===== config.mk =====
export PLATFORM = sky130hd
export DESIGN_NAME = taabb_merge
export DESIGN_NICKNAME = d
export VERILOG_FILES = /design/src/sv/taabb_pkg.sv /design/src/sv/taabb_merge.sv
export SDC_FILE = /design/constraint.sdc
export NUM_CORES = 1
export LEC_CHECK = 0
export BUFFER_PORTS_ARGS = -buffer_cell sky130_fd_sc_hd__buf_2
export CORE_ASPECT_RATIO = 0.8
export CORE_MARGIN = 3
export CORE_UTILIZATION = 49
export CTS_CLUSTER_DIAMETER = 40
export CTS_CLUSTER_SIZE = 28
export DETAILED_ROUTE_END_ITERATION = 10
export PLACE_DENSITY = 0.79
export REMOVE_ABC_BUFFERS = 1
export SYNTH_ARGS = -nofsm -noshare
export SYNTH_HDL_FRONTEND = slang
export SYNTH_SLANG_ARGS = --single-unit
export TNS_END_PERCENT = 50

===== constraint.sdc =====
create_clock -name clock -period 3.1 [get_ports clock]
set_input_delay 0.31 -clock clock [delete_from_list [all_inputs] [get_ports clock]]
set_output_delay 0.31 -clock clock [all_outputs]
set_load 0.01 [all_outputs]

===== src/sv/taabb_pkg.sv =====
// Shared types and constants for the transformed bounding box accumulator.
package taabb_pkg;

   localparam int COORD_BITS  = 32;
   localparam int FRAC_BITS   = 16;
   localparam int NUM_AXES    = 3;
   localparam int ROW_WORDS   = 4;
   localparam int PEND_ROWS   = 2;
   localparam int CORNER_BITS = NUM_AXES;
   localparam int LANE_LAT    = 3;
   localparam int PROD_BITS   = 2 * COORD_BITS;
   localparam int SUM_BITS    = 2 * COORD_BITS + 2;

   localparam logic [CORNER_BITS-1:0] CORNER_LAST = {CORNER_BITS{1'b1}};

   localparam logic [1:0] MODE_VERTEX = 2'd0;
   localparam logic [1:0] MODE_ROW    = 2'd1;
   localparam logic [1:0] MODE_CLEAR  = 2'd2;
   localparam logic [1:0] ROW_LAST    = 2'd2;

   typedef logic signed [COORD_BITS-1:0] coord_type;
   typedef coord_type vec3_type [NUM_AXES];
   typedef coord_type row_type [ROW_WORDS];

   localparam coord_type COORD_MAX = {1'b0, {(COORD_BITS-1){1'b1}}};
   localparam coord_type COORD_MIN = {1'b1, {(COORD_BITS-1){1'b0}}};

   typedef enum logic [1:0] {
      ST_IDLE,
      ST_RUN,
      ST_DRAIN,
      ST_EMIT
   } state_type;

   typedef struct packed {
      logic valid;
      logic last;
   } ctl_type;

endpackage


===== src/sv/taabb_merge.sv =====
// Merging stage: folds the three lane results into the world box, or clears the box.
module taabb_merge (
   input  logic                 clock,
   input  logic                 reset,
   input  logic                 clear,
   input  logic                 fold,
   input  taabb_pkg::vec3_type  point,
   output taabb_pkg::vec3_type  world_low,
   output taabb_pkg::vec3_type  world_high,
   output logic                 world_valid
);

   taabb_pkg::vec3_type low_ff, low_in, high_ff, high_in;
   logic                valid_ff, valid_in;

   always_comb begin
      low_in   = low_ff;
      high_in  = high_ff;
      valid_in = valid_ff;
      priority if (clear) begin
         for (int k = 0; k < taabb_pkg::NUM_AXES; k++) begin
            low_in[k]  = taabb_pkg::COORD_MAX;
            high_in[k] = taabb_pkg::COORD_MIN;
         end
         valid_in = 1'b0;
      end else if (fold) begin
         for (int k = 0; k < taabb_pkg::NUM_AXES; k++) begin
            if (point[k] < low_ff[k]) begin
               low_in[k] = point[k];
            end
            if (point[k] > high_ff[k]) begin
               high_in[k] = point[k];
            end
         end
         valid_in = 1'b1;
      end
   end

   always_ff @(posedge clock) begin
      if (reset) begin
         for (int k = 0; k < taabb_pkg::NUM_AXES; k++) begin
            low_ff[k]  <= taabb_pkg::COORD_MAX;
            high_ff[k] <= taabb_pkg::COORD_MIN;
         end
         valid_ff <= 1'b0;
      end else begin
         low_ff   <= low_in;
         high_ff  <= high_in;
         valid_ff <= valid_in;
      end
   end

   assign world_low   = low_ff;
   assign world_high  = high_ff;
   assign world_valid = valid_ff;

endmodule


==> impl_results.md, run 1 <==
* Iter 0 DRT Violations at 669
* Drt via density at 5.59
* Fin crit period at 2.72 ns
* Synth cell types at 59
* Core area at 21,800 um^2
* Die area at 24,300 um^2
* RSZ-0062 raised after global routing: false
* Routed wire length at 31.1 mm
* Outcome: finished clean
* Sequential-to-total area share from yosys stat at 0.351
* Ys async rst share at 0
* Data required, critical path at 3.47 ns
* P_leak at 6.71 nW
* Pin slew with the least headroom to its limit at 0.628 ns
* Final hold violation count at 0
* Initial Util at 0.505
* Worst VDD drop at 0.282 mV
* Peak fanout along the critical path at 29
* Worst slew margin at 0.581
* Final slew viol count at 0
* Final period utilization at 0.878
* Cts repair resizes at 0
* Synth Warn # at 0
* Sink Count at 193
* Commonest cells in the netlist: 203 x inv_1, 193 x dfxtp_1, 189 x ha_1, 90 x a22o_1, 90 x o22a_1
* Antenna violations before repair at 6
* Worst-Skew Late Latency at 0.44 ns
* Fillcell total at 1,903
* Num CTS Buffers at 17
* Max-cap viol count at 0
* # setup viols final at 0
* CP Class: reg2reg
* Largest net degree at the start of global routing at 32
* Worst R2R Path Depth at 10
* Post-DP HPWL at 24.3 mm
* DRC errors left at 0
* Cells along the critical path: inv_1, ha_1, nand4_1, nor4_2, nand2_1, o41ai_2, a31oi_2, a21oi_2, buf_12, a22o_1
* Max Fclk at 0.367 GHz
* Overflow after GRT at 0
* Nets@finish at 1,765
* Die Height at 140 um
* Placed instance count at 1,757
* Initial DRT Pass Iterations at 5
* Setup TNS at 0 ns
* Delay-heaviest family, CP: simple AND/OR/NAND/NOR gates
* Layout area overhead at 22.2%
* Io pins at 293
* Arr. time, crit path at 3.10 ns
* Die width at 174 um
* Cell with the most instances after synthesis: inv_1
* CTS max path bufs at 2
* Crit-path slowest cell: nor4_2
* Number of cells on the critical path at 10
* GRT Resource Usage Total at 0.250
* Cell count after synthesis at 1,186
* Post-Syn Area at 11,000 um^2
* Site Rows at 48
* Clock Pin Slew Worst Setup and Hold Paths at 0.08 ns
* Skew final at 0.0109 ns
* Worst path bufs/invs at 2
* Primary FF master, synth: dfxtp_1
* Yosys top cell by area: dfxtp_1
* Post-route ant nets at 0
* TritonCTS clock tree: built
* Vias in the first global route at 9,634
* # hold bufs at CTS at 0
* Cell Pwr Density at 436 nW/um^2
* Hold Path Cell Cnt at 2
* Non-Filler Instances at 1,794
* Clock tree root buffer cell: clkbuf_16
* Global-route wire length before repair at 49.6 mm
* Post-CTS Setup Bufs at 0
* Avg Cell Area, Syn at 9.29 um^2
* Synth area leaders: dfxtp_1 35%, ha_1 21%, a22o_1 7.2%
* Class of the worst hold path: in2reg
* H-tree depth at 4
* CP Launch Type: flip-flop
* Post-synth top area share at 0.351
* Fraction of layout cells with a size suffix above 1 at 0.241
* Drt wl/cell at 17.3 um
* Seq cells post-synth at 193
* EDFF count, synth at 0
* Via Count at 10,000
* Worst setup EP type: flip-flop
* Port bufs at 292
* Crit-path max cell delay at 0.54 ns
* Routability cong. at 0.905
-- placed cells by master (no fill, tap or decap), drive strengths merged, types with 15 or more instances in the layout --
cell    netlist  final
a22o         90     90
nor3         15     15
nor2         21     21
nand3        24     24
buf          25    309
a21oi        86     86
o22a         90     90
inv         203    207
ha          189    189
nand4        36     36
nand2        55     55
o21ai        36     36
dfxtp       193    193
clkbuf       13     19
-- path summary, 6_finish.rpt --
| check | startpoint | endpoint | slack, ns |
|---|---|---|---|
| max | world_high[63] | world_high[58] | 0.38 |
| min | point[71] | world_low[71] | 0.13 |
| max reg2reg | world_high[63] | world_high[58] | 0.38 |
| min reg2reg | world_valid | world_valid | 0.46 |
-- power by group --
group          internal (mW)  total (mW)  switching [mW]
Combinational          0.403       0.972           0.570
Sequential              2.56        2.62          0.0642
Clock                   1.23        2.27            1.04
-- registers in the layout, summed over array words and instances, names as in the netlist --
register and count:
world_low 96, world_valid 1, world_high 96
-- layout make-up --
type	count	area, um^2	share of cell area
Sequential cell	193	3860	0.287
Multi-Input combinational cell	752	6180	0.459
Clock buffer	19	443	0.0329
Inverter	203	762	0.0566
Antenna cell	5	12.5	0.000929
Clock inverter	13	151	0.0112
Tap cell	300	375	0.0279
Timing Repair Buffer	309	1680	0.125
-- kinds of logic (layout without fill, tap and decap cells) --
family                   Yosys count  in the layout  synth area share
other                              0              5                 0
flip-flops                       193            193             0.351
AND/OR/NAND/NOR                  190            190            0.0900
buffers and inverters            241            544            0.0891
adder cells (fa/ha/maj)          189            189             0.215
AO/OA/AOI/OAI                    370            370             0.252
multiplexers                       3              3           0.00318
-- routing by layer --
metal / global-route usage / up-vias / routed length, um
li1: - / 4920 / -
met4: 0.100 / 2 / 1070
met3: 0.0588 / 67 / 2000
met1: 0.324 / 4720 / 14000
met5: 0 / - / 13
met2: 0.405 / 321 / 14000
-- per-stage QoR --
step | util | setup slack, ns | hold slack, ns | cell area [um^2] | power [mW]
6_report | 0.618 | 0.377 | 0.131 | 13500 | 5.87
5_1_grt | 0.618 | 0.214 | 0.116 | 13500 | 6.14
4_1_cts | 0.617 | 0.351 | 0.117 | 13500 | 5.90
3_5_place_dp | 0.590 | 0.295 | 0.456 | 12900 | 3.64
3_3_place_gp | 0.590 | 0.363 | 0.446 | 12900 | 3.61
2_1_floorplan | - | 0.234 | 0.426 | 10800 | 3.22
Power figures use the tool's default switching activity.
==> inputs of run 2 (changes only) <==
--- a/config.mk
+++ b/config.mk
@@ -5,6 +5,7 @@
 export SDC_FILE = /design/constraint.sdc
 export NUM_CORES = 1
 export LEC_CHECK = 0
+export ABC_AREA = 1
 export BUFFER_PORTS_ARGS = -buffer_cell sky130_fd_sc_hd__buf_2
 export CORE_ASPECT_RATIO = 0.8
 export CORE_MARGIN = 3
@@ -12,7 +13,7 @@
 export CTS_CLUSTER_DIAMETER = 40
 export CTS_CLUSTER_SIZE = 28
 export DETAILED_ROUTE_END_ITERATION = 10
-export PLACE_DENSITY = 0.79
+export PLACE_DENSITY = 0.77
 export REMOVE_ABC_BUFFERS = 1
 export SYNTH_ARGS = -nofsm -noshare
 export SYNTH_HDL_FRONTEND = slang
==> run 2 against run 1 <==
Synthesized cell count increased by 62%. Die area increased by 17%. Total power increased by 19%. Clock power increased by 6%. Cell area increased by 14%. Clock skew about the same. Critical path type unchanged. Utilization decreased by 2.0 points. Critical endpoint is now world_high[45]. Global-route usage increased by 1.7 points. Setup slack improved by 0.012 ns.
==> impl_results.md, run 2 <==
* Worst-Skew Late Latency at 0.44 ns (about the same)
* Commonest non-fill, non-tap cell in the layout: nand2_1
* Multi-input combinational cell area at 7370 um^2 (+19%)
* Largest net degree at the start of global routing at 194 (+510%)
* Yosys top cell by area: dfxtp_1
* RR Endpoint: world_high[45]
* Data required, critical path at 3.47 ns (about the same)
* Cell count after synthesis at 1,922 (+62%)
* End of the worst hold path: world_high[95]
* Worst setup EP type: flip-flop
* Cell with the most instances after synthesis: nand2_1
* CP Class: reg2reg
* Design Power at 6.96 mW (+19%)
* Ys async rst share at 0 (unchanged)
* Most frequent cells in the layout: 400 x nand2_1, 360 x inv_1, 291 x buf_2
* P_leak at 8.71 nW (+30%)
* Arr. time, crit path at 3.08 ns (-0.02 ns)
* Via Count at 13,500 (+34%)
* Met3 GRT Util at 0.0517 (-0.00706)
* Die width at 188 um (+8.3%)
* Avg Cell Area, Syn at 6.76 um^2 (-27%)
* Post-synth top area share at 0.298 (-0.0532)
* # hold bufs at CTS at 0 (unchanged)
* CTS max path bufs at 2 (unchanged)
* GRT Resource Usage Total at 0.267 (+0.0168)
* Grt met1 use at 0.363 (+0.0392)
* Class of the worst hold path: in2reg
* Comb pwr share at 0.264 (+0.098)
* Post-Syn Area at 13,000 um^2 (+18%)
* Nets@finish at 2,455 (+39%)
* Post-DP HPWL at 28.1 mm (+16%)
* Drt via density at 5.31 (-5.0%)
* Layout area overhead at 18.2%
* Clock Pin Slew Worst Setup and Hold Paths at 0.08 ns (about the same)
* Synth Warn # at 0 (unchanged)
* Vias in the first global route at 12,400 (+29%)
* Fillcell total at 2,378 (+25%)
* Skew final at 0.0113 ns (+0.000463 ns)
* Worst slew margin at 0.317 (-0.264)
* Gr busiest metal: met2
* H-tree depth at 4 (unchanged)
* RR Startpoint: world_high[63]
* Routability cong. at 0.902 (-0.23%)
* Final hold violation count at 0 (unchanged)
* Global-route wire length before repair at 62.4 mm (+26%)
* CP Launch Type: flip-flop
* Initial DRT Pass Iterations at 5 (unchanged)
* Sequential-to-total area share from yosys stat at 0.298 (-0.0532)
* EDFF count, synth at 0 (unchanged)
* Antenna violations before repair at 2 (-4)
* Fin crit period at 2.71 ns (-0.0120 ns)
* Overflow after GRT at 0 (unchanged)
* Hold WS at 0.143 ns (+0.0120 ns)
* Clock tree root buffer cell: clkbuf_16
* Storage cell area at 3860 um^2 (unchanged)
* Final slew viol count at 0 (unchanged)
* Core area at 25,700 um^2 (+18%)
* Post-place setup slack at 0.279 ns (-0.0162 ns)
* Die area at 28,500 um^2 (+17%)
* Clock Power Share at 0.345 (-0.042)
* Sw Ratio at 0.330 (+0.0447)
* Synth area leaders: dfxtp_1 30%, ha_1 18%, nand2_1 12%
* Cell Pwr Density at 453 nW/um^2 (+4.1%)
* Post-route ant nets at 0 (unchanged)
* CP Launch Point: world_high[63]
* P_int at 4.66 mW (+11%)
* Hold Path Cell Cnt at 3 (+1)
* Drt wl/cell at 15.4 um (-11%)
* Commonest cells in the netlist: 401 x nand2_1, 360 x inv_1, 215 x nor2_1, 196 x nand4_1, 193 x dfxtp_1
* Met2 Usage GRT at 0.423 (+0.0182)
* Worst VDD drop at 0.331 mV (+17%)
* Outcome: finished clean
* Max Fclk at 0.369 GHz (+0.44%)
* Site Rows at 52 (+8.3%)
* Iter 0 DRT Violations at 948 (+42%)
* Synth cell types at 23 (-61%)
* Final worst slack at 0.389 ns (+0.0120 ns)
* Worst R2R Path Depth at 12 (+2)
* Routed wire length at 39.0 mm (+25%)
* Num CTS Buffers at 17 (unchanged)
* TritonCTS clock tree: built
* Io pins at 293 (unchanged)
* Pin slew with the least headroom to its limit at 1.03 ns (+0.397 ns)
* Port bufs at 292 (unchanged)
* Hold path startpoint: point[95]
* Max-cap viol count at 0 (unchanged)
* Primary FF master, synth: dfxtp_1
* Setup TNS at 0 ns (unchanged)
* Final period utilization at 0.874 (-0.00388)
* RSZ-0062 raised after global routing: false
* Die Height at 152 um (+8.2%)
* Fraction of layout cells with a size suffix above 1 at 0.166 (-0.0749)
* Sink Count at 193 (unchanged)
* Psw at 2.30 mW (+37%)
* R2R Setup Slk at 0.39 ns (about the same)
* # setup viols final at 0 (unchanged)
* DRC errors left at 0 (unchanged)
* Seq cells post-synth at 193 (unchanged)
* Initial Util at 0.505 (about the same)
* Peak fanout along the critical path at 32 (+10%)
* Register share of total power at 0.391 (-0.056)
==> run 2: metrics by stage <==
step                 util  cells  cell area [um^2]
floorplan               -   1827             12600
global placement    0.573   2498             14700
detailed placement  0.573   2498             14700
CTS                 0.597   2529             15300
global route        0.597   2531             15300
finish              0.597   2532             15400
==> run 2: per-layer routing <==
metal,part of all wire,vias to the layer above
met4,0.028,0
met3,0.080,69
li1,-,6716
met2,0.44,504
met5,0,-
met1,0.45,6162
==> run 2: cell families after synthesis <==
family                   count (synthesis)  share of synthesized area
AO/OA/AOI/OAI                          131                     0.0516
adder cells (fa/ha/maj)                189                      0.182
buffers and inverters                  455                      0.137
flip-flops                             193                      0.298
AND/OR/NAND/NOR                        954                      0.332
==> run 2: worst max path at each step <==
stage	depth (start not counted)	slack (ns)	endpoint
6_report	12	0.39	world_high[45]
5_1_grt	15	0.11	world_high[45]
4_1_cts	15	0.34	world_high[52]
3_5_place_dp	15	0.28	world_high[45]
3_3_place_gp	15	0.36	world_high[47]
2_1_floorplan	2	-3.54	world_high[31]
==> run 2: critical path, cell delays in order (launching register included) <==
cell and delay, ns:
dfxtp_1 0.36, inv_1 0.05, ha_1 0.35, nand2_1 0.09, nor2_1 0.15, nand2_1 0.09
nor3b_1 0.38, nand2_1 0.15, nand3_2 0.09, nand2_1 0.08, nor2_4 0.62, nor2_1 0.10
nor2_1 0.12
==> run 2: area by class of cell <==
| cell class | count | area share |
|---|---|---|
| inverters | 360 | 0.0880 |
| well taps | 351 | 0.0286 |
| repair buffers | 320 | 0.111 |
| clock buffers | 22 | 0.0302 |
| clock inverters | 9 | 0.0101 |
| diodes | 3 | 0.000489 |
| flip-flops and latches | 193 | 0.252 |
| multi-input cells | 1274 | 0.480 |
==> run 2: what timing repair did <==
| item | 4_1_cts | 5_1_grt |
|---|---|---|
| setup endpoints to repair | 0 | 10 |
| gates resized for setup | 0 | 1 |
| setup buffers | 0 | 0 |
==> run 2: power groups by stage <==
| stage | clock [mW] | combinational, mW | sequential (mW) |
|---|---|---|---|
| CTS | 2.44 | 1.82 | 2.72 |
| global route | 2.54 | 2.09 | 2.74 |
| floorplan | 0 | 1.08 | 2.83 |
| finish | 2.40 | 1.84 | 2.72 |
| global placement | 0 | 1.75 | 2.77 |
| detailed placement | 0 | 1.81 | 2.78 |
==> inputs of run 3 (changes only) <==
--- a/config.mk
+++ b/config.mk
@@ -13,7 +13,7 @@
 export CTS_CLUSTER_DIAMETER = 40
 export CTS_CLUSTER_SIZE = 28
 export DETAILED_ROUTE_END_ITERATION = 10
-export PLACE_DENSITY = 0.77
+export PLACE_DENSITY = 0.74
 export REMOVE_ABC_BUFFERS = 1
 export SYNTH_ARGS = -nofsm -noshare
 export SYNTH_HDL_FRONTEND = slang
==> run 3 against run 2 <==
Sequential power is essentially flat. Die area unchanged. Combinational power is essentially flat. Critical path depth unchanged. Via count decreased by 0.26%. Global-route usage shrank 0.13 points. Register-to-register slack better by 0.03 ns. Wire length increased by 1.1%. Setup slack improved by 0.035 ns.
==> impl_results.md, run 3 (synthesis results as in run 2) <==
* Worst setup EP type: flip-flop
* Pin slew with the least headroom to its limit at 1.01 ns (-0.0111 ns)
* Fraction of layout cells with a size suffix above 1 at 0.169 (+0.00237)
* Worst R2R Path Depth at 12 (unchanged)
* Most frequent cells in the layout: 401 x nand2_1, 360 x inv_1, 291 x buf_2
* Clock tree root buffer cell: clkbuf_16
* Die width at 188 um (unchanged)
* H-tree depth at 4 (unchanged)
* Global-route wire length before repair at 61.8 mm (-0.97%)
* Comb pwr share at 0.273 (+0.009)
* Antenna violations before repair at 4 (+2)
* Sink Count at 193 (unchanged)
* RR Startpoint: world_high[63]
* Crit-path slowest cell: nor2_4
* Die Height at 152 um (unchanged)
* Crit-path max cell delay at 0.59 ns (-0.03 ns)
* Io pins at 293 (unchanged)
* Fin crit period at 2.68 ns (-0.0347 ns)
* Core area at 25,700 um^2 (unchanged)
* Post-place setup slack at 0.382 ns (+0.103 ns)
* Cells along the critical path: inv_1, ha_1, nand2_1, nor2_1, nand2_1, nor3b_1, nand2_1, nand3_2, nand2_1, nor2_4, nor2_1, nor2_1
* Drt wl/cell at 15.6 um (+0.94%)
* Hold Path Cell Cnt at 3 (unchanged)
* Final slew viol count at 0 (unchanged)
* Met3 GRT Util at 0.0591 (+0.00736)
* Arr. time, crit path at 3.05 ns (-0.03 ns)
* P_leak at 8.71 nW (about the same)
* Gr busiest metal: met2
* Psw at 2.35 mW (+2.0%)
* TritonCTS clock tree: built
* CTS max path bufs at 2 (unchanged)
* Nets@finish at 2,459 (+0.16%)
* Class of the worst hold path: in2reg
* RSZ-0062 raised after global routing: false
* Initial DRT Pass Iterations at 5 (unchanged)
* Data required, critical path at 3.47 ns (about the same)
* Register share of total power at 0.403 (+0.012)
* CP Launch Type: flip-flop
* Commonest non-fill, non-tap cell in the layout: nand2_1
* Non-Filler Instances at 2,537 (+0.20%)
* Final period utilization at 0.863 (-0.0112)
* Clock Pin Slew Worst Setup and Hold Paths at 0.08 ns (about the same)
* Outcome: finished clean
* Design Power at 6.77 mW (-2.8%)
* RR Endpoint: world_high[56]
* GRT Resource Usage Total at 0.266 (-0.00130)
* Met2 Usage GRT at 0.424 (about the same)
* Layout area overhead at 18.1%
* Drt via density at 5.29 (-0.46%)
* Num CTS Buffers at 17 (unchanged)
* Max Fclk at 0.374 GHz (+1.3%)
* Peak fanout along the critical path at 32 (unchanged)
* Worst slew margin at 0.324 (+0.00738)
* Routed wire length at 39.5 mm (+1.1%)
* Worst-Skew Late Latency at 0.45 ns (about the same)
* Max-cap viol count at 0 (unchanged)
* # hold bufs at CTS at 0 (unchanged)
* Clock Power Share at 0.324 (-0.021)
* Sw Ratio at 0.347 (+0.0164)
* Largest net degree at the start of global routing at 194 (unchanged)
* Grt met1 use at 0.359 (-0.00395)
* End of the worst hold path: world_high[95]
* Cts repair resizes at 0 (unchanged)
* Routability cong. at 0.877 (-2.8%)
* Via Count at 13,400 (-0.26%)
* Site Rows at 52 (unchanged)
* Final hold violation count at 0 (unchanged)
* Iter 0 DRT Violations at 903 (-4.7%)
* Vias in the first global route at 12,200 (-2.0%)
* Port bufs at 292 (unchanged)
* Worst VDD drop at 0.353 mV (+6.5%)
* Cell Pwr Density at 441 nW/um^2 (-2.7%)
* Placed instance count at 2,502 (+0.16%)
* Post-route ant nets at 0 (unchanged)
* CP Class: reg2reg
* DRC errors left at 0 (unchanged)
* Overflow after GRT at 0 (unchanged)
* Most frequent CP cell: nand2_1
* Die area at 28,500 um^2 (unchanged)
* Hold WS at 0.132 ns (-0.0111 ns)
* Hold path startpoint: point[95]
* Setup TNS at 0 ns (unchanged)
* Skew final at 0.0167 ns (+0.00532 ns)
* R2R Setup Slk at 0.42 ns (+0.03 ns)
* Post-CTS Setup Bufs at 0 (unchanged)
* # setup viols final at 0 (unchanged)
* Final worst slack at 0.424 ns (+0.0347 ns)
* Post-DP HPWL at 28.9 mm (+3.0%)
* P_int at 4.42 mW (-5.2%)
* Initial Util at 0.505 (unchanged)
[run 3: changes by cell type in the layout (fill, tap and decap cells not counted), sizes merged]
cell / previous run / this run
clkbuf: 22 / 23
bufinv: 4 / 0
buf: 320 / 324
clkinvlp: 1 / 0
inv: 361 / 364
clkinv: 3 / 5
[run 3: through the flow]
step                      area (um^2)   util
final                           15300  0.596
after global routing            15300  0.596
after CTS                       15300  0.596
after detailed placement        14800  0.574
after global placement          14800  0.574
after floorplan                 12600      -
[run 3: worst max-delay path: cells and delay by family (launching register included)]
| kind | cells | cell delay [ns] |
|---|---|---|
| fa+ha+maj | 1 | 0.35 |
| buf+inv | 1 | 0.05 |
| flops | 1 | 0.35 |
| simple gates | 10 | 1.84 |
[run 3: final cells by class]
type / instances / area, um^2
Fill cell: 2418 / 10400
Multi-Input combinational cell: 1274 / 7370
Sequential cell: 193 / 3860
Timing Repair Buffer: 324 / 1730
Inverter: 360 / 1350
Clock buffer: 23 / 498
Tap cell: 351 / 439
Clock inverter: 9 / 71.3
Antenna cell: 3 / 7.51
[run 3: how the worst max path moves through the flow]
stage          cells past startpoint           start  slack, ns              to
2_1_floorplan                      2           reset      -3.54  world_high[31]
3_3_place_gp                      14       point[47]       0.53  world_high[61]
3_5_place_dp                      12       point[63]       0.38  world_high[56]
4_1_cts                           14  world_high[47]       0.41  world_high[56]
5_1_grt                           12  world_high[63]       0.18  world_high[56]
6_report                          12  world_high[63]       0.42  world_high[56]
[run 3: power by group through the flow]
| stage | Combinational (mW) | Clock, mW | Sequential (mW) |
|---|---|---|---|
| 6_report | 1.85 | 2.19 | 2.73 |
| 5_1_grt | 2.09 | 2.32 | 2.74 |
| 4_1_cts | 1.83 | 2.22 | 2.72 |
| 3_5_place_dp | 1.82 | 0 | 2.78 |
| 3_3_place_gp | 1.76 | 0 | 2.78 |
| 2_1_floorplan | 1.08 | 0 | 2.83 |
[run 3: per-layer routing]
| metal | part of all wire | vias up | wire length (um) |
|---|---|---|---|
| li1 | - | 6717 | - |
| met1 | 0.45 | 6134 | 17900 |
| met2 | 0.44 | 507 | 17400 |
| met3 | 0.082 | 56 | 3240 |
| met4 | 0.024 | 2 | 938 |
| met5 | 0.00023 | - | 9 |
